<file path="src/hw/rtl/pctf_pkg.sv">
`timescale 1ns / 1ps
`default_nettype none
// ----------------------------------------------------------------------------
// pctf_pkg
// Shared types and constants of the pulse counter with timestamp ring.
// ----------------------------------------------------------------------------
package pctf_pkg;

   // field widths
   localparam int COUNT_W    = 31;
   localparam int TIME_W     = 64;
   localparam int FILL_OUT_W = 10;
   localparam int OP_W       = 2;

   // entries dropped when a pulse lands in a full ring
   localparam int DISCARD_COUNT = 10;

   // request op codes
   localparam logic [OP_W-1:0] OP_PULSE = 2'd0;
   localparam logic [OP_W-1:0] OP_POP   = 2'd1;
   localparam logic [OP_W-1:0] OP_CLEAR = 2'd2;

   // decoded command kinds handed from front to back
   typedef enum logic [1:0] {
      CMD_NOP,
      CMD_PULSE,
      CMD_POP,
      CMD_CLEAR
   } cmd_kind_type;

   typedef struct packed {
      logic [OP_W-1:0]   op;
      logic [TIME_W-1:0] pulse_time;
   } req_type;

   typedef struct packed {
      logic [COUNT_W-1:0]    count_out;
      logic                  overflow_flag;
      logic [FILL_OUT_W-1:0] fill_level;
      logic [TIME_W-1:0]     timestamp_out;
      logic                  timestamp_valid;
   } rsp_type;

   typedef struct packed {
      cmd_kind_type      kind;
      logic [TIME_W-1:0] pulse_time;
   } cmd_type;

endpackage
`default_nettype wire

</file>
<file path="src/hw/rtl/pctf_cmd_queue.sv">
`timescale 1ns / 1ps
`default_nettype none
// ----------------------------------------------------------------------------
// pctf_cmd_queue
// Two-entry command queue between the front and the back.
// ----------------------------------------------------------------------------
module pctf_cmd_queue (
   input  wire                 clock,
   input  wire                 reset,
   input  wire                 push,
   input  pctf_pkg::cmd_type   push_cmd,
   output logic                not_full,
   input  wire                 pop,
   output logic                not_empty,
   output pctf_pkg::cmd_type   head_cmd
);
   import pctf_pkg::*;

   cmd_type    entry_ff [2];
   logic       wr_ptr_ff;
   logic       wr_ptr_in;
   logic       rd_ptr_ff;
   logic       rd_ptr_in;
   logic [1:0] count_ff;
   logic [1:0] count_in;
   logic       do_push;
   logic       do_pop;

   assign not_full  = (count_ff != 2'd2);
   assign not_empty = (count_ff != 2'd0);
   assign head_cmd  = entry_ff[rd_ptr_ff];
   assign do_push   = push && not_full;
   assign do_pop    = pop && not_empty;

   // pointer and occupancy update
   always_comb begin
      wr_ptr_in = wr_ptr_ff ^ do_push;
      rd_ptr_in = rd_ptr_ff ^ do_pop;
      count_in  = count_ff;
      if (do_push && !do_pop) begin
         count_in = count_ff + 2'd1;
      end else if (do_pop && !do_push) begin
         count_in = count_ff - 2'd1;
      end
   end

   always_ff @(posedge clock) begin
      if (reset) begin
         wr_ptr_ff <= 1'b0;
         rd_ptr_ff <= 1'b0;
         count_ff  <= 2'd0;
      end else begin
         wr_ptr_ff <= wr_ptr_in;
         rd_ptr_ff <= rd_ptr_in;
         count_ff  <= count_in;
      end
   end

   // entry storage
   always_ff @(posedge clock) begin
      if (do_push) begin
         entry_ff[wr_ptr_ff] <= push_cmd;
      end
   end

endmodule
`default_nettype wire

</file>
<file path="config.mk">
export PLATFORM = sky130hd
export DESIGN_NAME = pctf_cmd_queue
export DESIGN_NICKNAME = d
export VERILOG_FILES = /design/src/hw/rtl/pctf_pkg.sv /design/src/hw/rtl/pctf_cmd_queue.sv
export SDC_FILE = /design/constraint.sdc
export NUM_CORES = 1
export LEC_CHECK = 0
export BUFFER_PORTS_ARGS = -buffer_cell sky130_fd_sc_hd__buf_2
export CORE_ASPECT_RATIO = 0.8
export CORE_MARGIN = 4
export CORE_UTILIZATION = 53
export CTS_BUF_LIST = sky130_fd_sc_hd__clkbuf_8
export CTS_CLUSTER_DIAMETER = 100
export CTS_CLUSTER_SIZE = 28
export DETAILED_ROUTE_END_ITERATION = 10
export PLACE_DENSITY = 0.9
export SYNTH_ARGS = -nofsm -noshare
export SYNTH_HDL_FRONTEND = slang
export SYNTH_SLANG_ARGS = --single-unit
</file>
<file path="constraint.sdc">
create_clock -name clock -period 7.7 [get_ports clock]
set_input_delay 0 -clock clock [delete_from_list [all_inputs] [get_ports clock]]
set_output_delay 0 -clock clock [all_outputs]
set_load 0.1 [all_outputs]
</file>
==> results by group, run 1 <==
Die
  – Chip width: ~120 µm
  – Die Ht: 94.5 µm
  – Area of the die: roughly 11000 µm²
  – Core Area: ~9000 µm²
  – Ports: roughly 140
  – Row cnt: 31
  – Initial core utilization: 54.7%

Final layout
  – Ant diodes: 0
  – Share of cells above drive strength 1: a little over half
  – Area of the multi-input gates: about 860 µm²
  – Register area: 4050 µm²
  – Fillers: about 520
  – Fin nets: between 500 and 600
  – Most frequent cells in the layout: buf_2, edfxtp_1, dlygate4sd3_1
  – Synth-to-Final Area Change: 38.1%
  – Commonest non-fill, non-tap cell in the layout: buf_2

Clock network
  – TritonCTS Sinks: between 100 and 150
  – CTS max path bufs: 2
  – Root Driver: clkbuf_8
  – CTS resizes: 0
  – CTS tree: yes
  – Hold buffer count at cts: slightly below 70
  – Post-CTS setup buffer count: 0
  – H-Tree Depth: 4
  – Clk pin slew, worst setup/hold paths: roughly 0.070 ns
  – Skew-Pair Late Insertion Delay: 0.41 ns
  – CTS buffer count: 17

Timing
  – Fin Hold WS: between 0.09 and 0.1 ns
  – RSZ-0062 raised after global routing: false
  – Count of final hold-check violations: 0
  – Achievable frequency: a little over 0.4 GHz
  – Min Tclk post-route: between 2 and 2.5 ns
  – Share of the clock period used by the worst path: between 30 and 40%
  – Max_slew headroom: between 40 and 50%
  – Final Max Slew Viols: 0
  – Final setup TNS: 0 ns
  – Setup violators final: 0
  – Setup ws final: 5.29 ns
  – Skew final: between 0.009 and 0.01 ns
  – Tightest Pin Transition: around 0.8 ns

Route
  – Drt drc: 0
  – 1st-iter DRT viols: 81
  – Via count: around 2800
  – DR vias/cell: 4.86
  – Initial DRT Pass Iterations: 4
  – WL final: roughly 9600 µm
  – Antenna-violating nets left: 0
  – Wirelength per Cell: roughly 17 µm

Place
  – RePlAce Congestion: 0.710
  – PortBufs: roughly 140
  – Detailed placement HPWL: roughly 5900 µm
  – Pre-CTS WS: roughly 5.3 ns

Logic synthesis
  – Post-Syn Instances: 226
  – Synth Warn #: 0
  – Sequential area share after synthesis: 81.5%
  – Synthesized cell area: 4960 µm²
  – Syn nets: roughly 300
  – Yosys reg bits: around 140
  – Post-Syn Area per Cell: roughly 22 µm²
  – Post-synth top area share: 79.9%
  – Largest cells by area after synthesis: edfxtp_1, mux2_2, dfxtp_1
  – Synth unique cells: 16
  – Post-synth top area cell: edfxtp_1

Worst hold path
  – HP Class: in2reg
  – Hold path cells: 4
  – Min-Delay Endpoint: wr_ptr_ff$_SDFF_PP0_
  – Hold Path Origin: push

Worst setup path
  – Critical Path AT: around 2.5 ns
  – R2R Setup Slk: between 5 and 6 ns
  – Critical Path Source Type: register
  – CP Class: reg2reg
  – R2R depth: 4
  – R2r startpoint: count_ff[0]$_SDFFE_PP0P_
  – Data required, critical path: approximately 7.8 ns
  – Crit path max fanout: 34
  – Crit end category: register
  – R2R Path End: entry_ff[0][28]$_DFFE_PP_

Flow run
  – MaxCap Viol Count: 0

GRT
  – Initial antenna violation count: 0
  – Vias in the first global route: around 3000
  – GRT Overall Usage: a little under a fifth
  – Largest net degree at the start of global routing: 56
  – Grt total ovfl: 0
  – First-pass GRT wire length: 14700 µm

Run status
  – Status: completed
[cells by family (layout without fill, tap and decap cells)]
logic type,after synthesis,in the layout,synth area share (%)
adders and majority gates,3,3,0.757
AOI/OAI and AO/OA,3,3,0.302
DFF,136,136,81.5
xor gates and xnor gates,3,3,0.530
and+or+nand+nor,7,7,0.732
buffers and inverters,8,241,1.21
muxes,66,66,15.0
[per-stage QoR]
stage / area (µm²) / std cells / utilization (%)
after floorplan: 4960 / 226 / -
after global placement: 5760 / 474 / 63.5
after detailed placement: 5760 / 474 / 63.5
after CTS: 6850 / 574 / 75.5
after global routing: 6850 / 574 / 75.5
final: 6850 / 574 / 75.5
[cell type report]
cell class / instances / area share (%)
clock buffer: 17 / 3.41
clock inverter: 15 / 2.56
inverter: 1 / 0.0548
multi-input combinational: 82 / 12.6
sequential: 136 / 59.0
tap: 115 / 2.10
timing repair buffer: 208 / 20.3
[Yosys cell counts, drive strengths merged]
cell / number
buf: 7
nand2b: 1
nor2: 3
or2: 1
dfxtp: 4
inv: 1
xor2: 3
o21ai: 2
or3: 1
edfxtp: 132
mux2: 66
a21oi: 1
ha: 3
and2: 1
[registers in the layout, summed over array words and instances, names as in the netlist]
name       count
entry_ff     132
wr_ptr_ff      1
rd_ptr_ff      1
count_ff       2
[how the worst max path moves through the flow]
| stage | from | endpoint | slack [ns] | cells after the start |
|---|---|---|---|---|
| after floorplan | count_ff[0]$_SDFFE_PP0P_ | entry_ff[1][0]$_DFFE_PP_ | 4.19 | 3 |
| after global placement | count_ff[0]$_SDFFE_PP0P_ | entry_ff[1][55]$_DFFE_PP_ | 5.36 | 4 |
| after detailed placement | count_ff[0]$_SDFFE_PP0P_ | entry_ff[1][50]$_DFFE_PP_ | 5.26 | 4 |
| after CTS | count_ff[0]$_SDFFE_PP0P_ | entry_ff[1][22]$_DFFE_PP_ | 5.25 | 4 |
| after global routing | count_ff[0]$_SDFFE_PP0P_ | entry_ff[0][57]$_DFFE_PP_ | 5.05 | 4 |
| final | count_ff[0]$_SDFFE_PP0P_ | entry_ff[0][28]$_DFFE_PP_ | 5.29 | 4 |
[critical path, stage by stage, from the launching register on]
cell	delay [ns]
dfxtp_1	0.40
nand2b_1	0.15
and2_1	0.21
ha_2	0.74
buf_4	0.52
[layer usage]
| layer | GRT usage [%] | routed length (µm) | part of all wire, % |
|---|---|---|---|
| met1 | 21.5 | 3860 | 40 |
| met2 | 31.1 | 4990 | 52 |
| met3 | 6.47 | 669 | 7.0 |
| met4 | 5.70 | 51 | 0.53 |
| met5 | 0 | 0 | 0 |
Power of run 1 is not shown: default switching activity piles up to over one toggle a cycle in this logic, so the estimate is an artifact.
==> run 2: changes to the inputs <==
- clock period: 7.7 -> 2.4 ns (I/O delays scaled with it)
==> results by group, run 2 (synthesis results as in run 1) <==
Run status
  – Status: completed

GRT
  – Grt total ovfl: 0 (unchanged)
  – Initial antenna violation count: 0 (unchanged)
  – Layer with the highest usage: met2
  – First-pass GRT wire length: 15300 µm (+4.3%)
  – M3 GR Usage: 6.85% (+0.38 points)
  – Largest net degree at the start of global routing: 43 (-23%)
  – Vias in the first global route: 3139 (+3.3%)
  – GRT Overall Usage: 18.8% (+0.72 points)
  – M2 GR Usage: 32.0% (+0.91 points)
  – Grt met1 use: 22.6% (+1.0 points)

Final layout
  – Ant diodes: 0 (unchanged)
  – Share of cells above drive strength 1: 52.5% (+0.21 points)
  – Largest regs: entry_ff: 132 flops, count_ff: 2 flops
  – Fin nets: 522 (+0.58%)
  – Synth-to-Final Area Change: 40.2%
  – Top reg by flops: entry_ff
  – Most frequent cells in the layout: buf_2, edfxtp_1, dlygate4sd3_1
  – Max reg flops: 132 (unchanged)
  – Commonest non-fill, non-tap cell in the layout: buf_2

Route
  – DR vias/cell: 4.96 (+2.1%)
  – Antenna-violating nets left: 0 (unchanged)
  – Wirelength per Cell: 17.3 µm (+3.5%)
  – Drt drc: 0 (unchanged)
  – Initial DRT Pass Iterations: 4 (unchanged)
  – WL final: 9950 µm (+3.9%)
  – Via count: 2856 (+2.5%)
  – 1st-iter DRT viols: 145 (+79%)

Clock network
  – CTS resizes: 0 (unchanged)
  – CTS buffer count: 17 (unchanged)
  – Root Driver: clkbuf_8
  – Post-CTS setup buffer count: 0 (unchanged)
  – Hold buffer count at cts: 68 (unchanged)
  – CTS tree: yes
  – Clk pin slew, worst setup/hold paths: 0.07 ns (about the same)
  – H-Tree Depth: 4 (unchanged)
  – TritonCTS Sinks: 136 (unchanged)
  – CTS max path bufs: 2 (unchanged)
  – Skew-Pair Late Insertion Delay: 0.41 ns (about the same)

Die
  – Die Ht: 94.5 µm (unchanged)
  – Row cnt: 31 (unchanged)
  – Core Area: 9080 µm² (unchanged)
  – Area of the die: 11000 µm² (unchanged)
  – Initial core utilization: 54.7% (unchanged)
  – Ports: 138 (unchanged)
  – Chip width: 116 µm (unchanged)

Worst setup path
  – Data required, critical path: 2.40 ns (-5.36 ns)
  – Critical Path Source Type: register
  – R2R Path End: entry_ff[1][49]$_DFFE_PP_
  – Crit end category: output pin
  – R2R Setup Slk: 0.56 ns (-4.73 ns)
  – R2r startpoint: count_ff[0]$_SDFFE_PP0P_
  – R2R depth: 4 (unchanged)
  – CP Class: reg2out
  – Critical Path AT: 1.93 ns (-0.53 ns)
  – Crit path max fanout: 42 (+24%)

Timing
  – Share of the clock period used by the worst path: between 80 and 90%
  – Final Max Slew Viols: 0 (unchanged)
  – Achievable frequency: 0.519 GHz
  – RSZ-0062 raised after global routing: false
  – Min Tclk post-route: between 1.5 and 2 ns
  – Max_slew headroom: 63.0% (+17 points)
  – Tightest Pin Transition: 0.554 ns (-0.248 ns)
  – Skew final: 0.00928 ns (-0.000595 ns)
  – Count of final hold-check violations: 0 (unchanged)
  – Setup violators final: 0 (unchanged)
  – Final setup TNS: 0 ns (unchanged)

Worst hold path
  – Hold Path Origin: push
  – HP Class: in2reg
  – Hold path cells: 4 (unchanged)
  – Min-Delay Endpoint: wr_ptr_ff$_SDFF_PP0_

Place
  – Detailed placement HPWL: 5910 µm (+0.71%)
  – PortBufs: 137 (unchanged)
  – RePlAce Congestion: 0.709 (-0.20%)

Flow run
  – MaxCap Viol Count: 0 (unchanged)
run 2: area by class of cell:
class / instances / area [µm²]
Timing Repair Buffer: 211 / 1440
Inverter: 1 / 3.75
Multi-Input combinational cell: 82 / 886
Fill cell: 520 / 2120
Tap cell: 115 / 144
Sequential cell: 136 / 4050
Clock buffer: 17 / 234
Clock inverter: 14 / 208
run 2: worst max-delay path, cell delays in order, from the launching register on:
cell and delay [ns]:
dfxtp_2 0.33, buf_4 0.46, mux2_2 0.42, buf_2 0.30
run 2: per-layer routing:
layer / vias to the layer above / routed length, µm
met5: - / 0
met4: 0 / 95
met3: 8 / 748
met2: 120 / 5160
met1: 1390 / 3940
li1: 1338 / -
run 2: per-stage QoR:
step	setup slack [ns]	instances	area [µm²]	util, %	hold slack, ns
2_1_floorplan	0.247	226	4990	-	0.0667
6_report	0.472	576	6960	76.6	0.126
5_1_grt	0.361	576	6960	76.6	0.126
3_3_place_gp	0.651	477	5830	64.3	0.187
4_1_cts	0.439	576	6960	76.6	0.0988
3_5_place_dp	0.567	477	5830	64.3	0.191
run 2: how the worst max path moves through the flow:
stage                                   from  cells past startpoint  slack, ns                         to
floorplan           count_ff[0]$_SDFFE_PP0P_                      3       0.25   entry_ff[0][0]$_DFFE_PP_
global placement    count_ff[0]$_SDFFE_PP0P_                      4       0.65  entry_ff[0][46]$_DFFE_PP_
detailed placement  count_ff[0]$_SDFFE_PP0P_                      4       0.57  entry_ff[0][46]$_DFFE_PP_
CTS                     rd_ptr_ff$_SDFF_PP0_                      3       0.44               head_cmd[34]
global route            rd_ptr_ff$_SDFF_PP0_                      3       0.36               head_cmd[34]
finish                  rd_ptr_ff$_SDFF_PP0_                      3       0.47               head_cmd[24]
Power of run 2 is left out for the same reason.
==> run 3: changes to the inputs <==
- CORE_UTILIZATION: 53 -> 49
- PLACE_DENSITY: 0.9 -> 0.88
- clock period: 2.4 -> 1.64 ns (I/O delays scaled with it)
==> results by group, run 3 (synthesis results as in run 1) <==
GRT
  – Initial antenna violation count: 0 (unchanged)
  – Largest net degree at the start of global routing: 37 (-14%)
  – Vias in the first global route: 3206 (+2.1%)
  – GRT Overall Usage: 19.9% (+1.1 points)
  – First-pass GRT wire length: 17600 µm (+15%)
  – Grt total ovfl: 0 (unchanged)

Route
  – Drt drc: 0 (unchanged)
  – 1st-iter DRT viols: 206 (+42%)
  – Via count: 2923 (+2.3%)
  – Initial DRT Pass Iterations: 4 (unchanged)
  – Antenna-violating nets left: 0 (unchanged)
  – WL final: 11600 µm (+17%)
  – Wirelength per Cell: 19.5 µm (+13%)
  – DR vias/cell: 4.90 (-1.1%)

Flow run
  – MaxCap Viol Count: 0 (unchanged)

Power
  – VDD IR max: roughly 0.0015 V
  – Lkg Pwr: around 2.8 nW
  – Total Power: approximately 15 mW
  – Power Dens Cells: approximately 2000 nW/µm²

Final layout
  – Ant diodes: 0 (unchanged)
  – Max reg flops: 132 (unchanged)
  – Top reg by flops: entry_ff
  – Synth-to-Final Area Change: 50.3%
  – Most frequent cells in the layout: edfxtp_1, buf_2, dlygate4sd3_1
  – Largest regs: entry_ff: 132 flops, count_ff: 2 flops
  – Fin nets: 523 (+0.19%)
  – Commonest non-fill, non-tap cell in the layout: edfxtp_1
  – Post-layout util: 76.4% (-0.29 points)
  – Share of cells above drive strength 1: 52.6% (+0.11 points)

Worst hold path
  – Hold path cells: 4 (unchanged)
  – Hold Path Origin: push
  – HP Class: in2reg
  – Min-Delay Endpoint: wr_ptr_ff$_SDFF_PP0_

Worst setup path
  – Data required, critical path: 1.64 ns (-0.76 ns)
  – Critical path, cell by cell: buf_12 -> mux2_2 -> buf_8
  – Crit path launch: rd_ptr_ff$_SDFF_PP0_
  – R2R depth: 4 (unchanged)
  – Cell at the slowest stage of the critical path: dfxtp_4
  – R2R Setup Slk: 0.05 ns (-0.51 ns)
  – R2R Path End: count_ff[1]$_SDFFE_PP0P_
  – Crit end category: output pin
  – Crit path max fanout: 23 (-45%)
  – Max incr delay on CP: 0.40 ns (-0.06 ns)
  – Critical Path AT: 1.60 ns (-0.33 ns)
  – Critical Path Source Type: register
  – R2r startpoint: count_ff[1]$_SDFFE_PP0P_
  – CP Class: reg2out

Die
  – Core Area: 9770 µm² (+7.6%)
  – Die Ht: 98.0 µm (+3.7%)
  – Chip width: 121 µm (+3.7%)
  – Initial core utilization: 50.8% (-3.9 points)
  – Ports: 138 (unchanged)
  – Area of the die: 11800 µm² (+7.5%)
  – Row cnt: 32 (+3.2%)

Clock network
  – Root Driver: clkbuf_8
  – TritonCTS Sinks: 136 (unchanged)
  – Post-CTS setup buffer count: 0 (unchanged)
  – Skew-Pair Late Insertion Delay: 0.42 ns (about the same)
  – CTS max path bufs: 2 (unchanged)
  – CTS buffer count: 17 (unchanged)
  – H-Tree Depth: 4 (unchanged)
  – CTS tree: yes
  – Clk pin slew, worst setup/hold paths: 0.07 ns (about the same)

Timing
  – Final Max Slew Viols: 0 (unchanged)
  – Achievable frequency: about 0.63 GHz
  – Tightest Pin Transition: 0.495 ns (-0.0590 ns)
  – Share of the clock period used by the worst path: 97.3%
  – Skew final: 0.0126 ns (+0.00330 ns)
  – Setup violators final: 0 (unchanged)
  – Count of final hold-check violations: 0 (unchanged)
  – Min Tclk post-route: about 1.6 ns
  – RSZ-0062 raised after global routing: true
  – Setup ws final: 0.0439 ns (-0.428 ns)
  – Max_slew headroom: 67.2% (+4.2 points)

Place
  – Pre-CTS WS: 0.0973 ns (-0.470 ns)
  – RePlAce Congestion: 0.681 (-4.0%)
  – Detailed placement HPWL: 6030 µm (+2.0%)
  – PortBufs: 137 (unchanged)

Run status
  – Status: completed
[run 3: cell count changes in the layout (fill, tap and decap cells not counted), sizes merged]
cell and change:
buf +1, bufinv -2, clkinvlp +1, clkinv -1
[run 3: stage by stage]
stage / std cells / instance area (µm²) / hold WS [ns] / TNS, ns
2_1_floorplan: 226 / 5000 / 0.0650 / -28.64
3_3_place_gp: 498 / 5910 / 0.187 / 0
3_5_place_dp: 498 / 5910 / 0.192 / 0
4_1_cts: 596 / 7290 / 0.0193 / 0
5_1_grt: 596 / 7460 / 0.0352 / -0.261
6_report: 596 / 7460 / 0.0441 / 0
[run 3: how the worst max path moves through the flow]
stage,to,cells past startpoint
final,head_cmd[20],3
after global routing,head_cmd[20],3
after CTS,head_cmd[57],3
after detailed placement,count_ff[1]$_SDFFE_PP0P_,5
after global placement,count_ff[1]$_SDFFE_PP0P_,5
after floorplan,entry_ff[0][0]$_DFFE_PP_,3
[run 3: final cells by class]
| cell class | instances | area [µm²] |
|---|---|---|
| clock buffer | 17 | 234 |
| clock inverter | 12 | 138 |
| fill | 554 | 2310 |
| inverter | 1 | 3.75 |
| multi-input combinational | 82 | 908 |
| sequential | 136 | 4050 |
| tap | 136 | 170 |
| timing repair buffer | 212 | 1960 |
[run 3: repair_timing]
| item | in CTS | in global routing |
|---|---|---|
| endpoints found under the setup margin | 66 | 52 |
| hold endpoints to repair | 136 | 0 |
| pin swaps | 0 | 0 |
| cloned | 1 | 0 |
| gates resized for setup | 104 | 45 |
| hold buffers | 68 | 0 |
[run 3: metal layers]
| metal | vias up | track usage (%) | share of wire (%) |
|---|---|---|---|
| li1 | 1344 | - | - |
| met1 | 1448 | 24.1 | 40 |
| met3 | 13 | 7.30 | 7.1 |
| met2 | 118 | 33.9 | 52 |
| met4 | 0 | 5.66 | 1.2 |
| met5 | - | 0 | 0 |
[run 3: critical path: cells and delay by family (launching register included)]
family	cells	cell delay [ns]
DFF	1	0.40
muxes	1	0.39
buffers and inverters	2	0.38
[run 3: where the power goes]
part / internal (mW) / switching, mW / total, mW
Clock: 1.45 / 1.19 / 2.64
Sequential: 4.45 / 0.178 / 4.62
Combinational: 2.14 / 5.45 / 7.58
(Power assumes the default switching activity.)
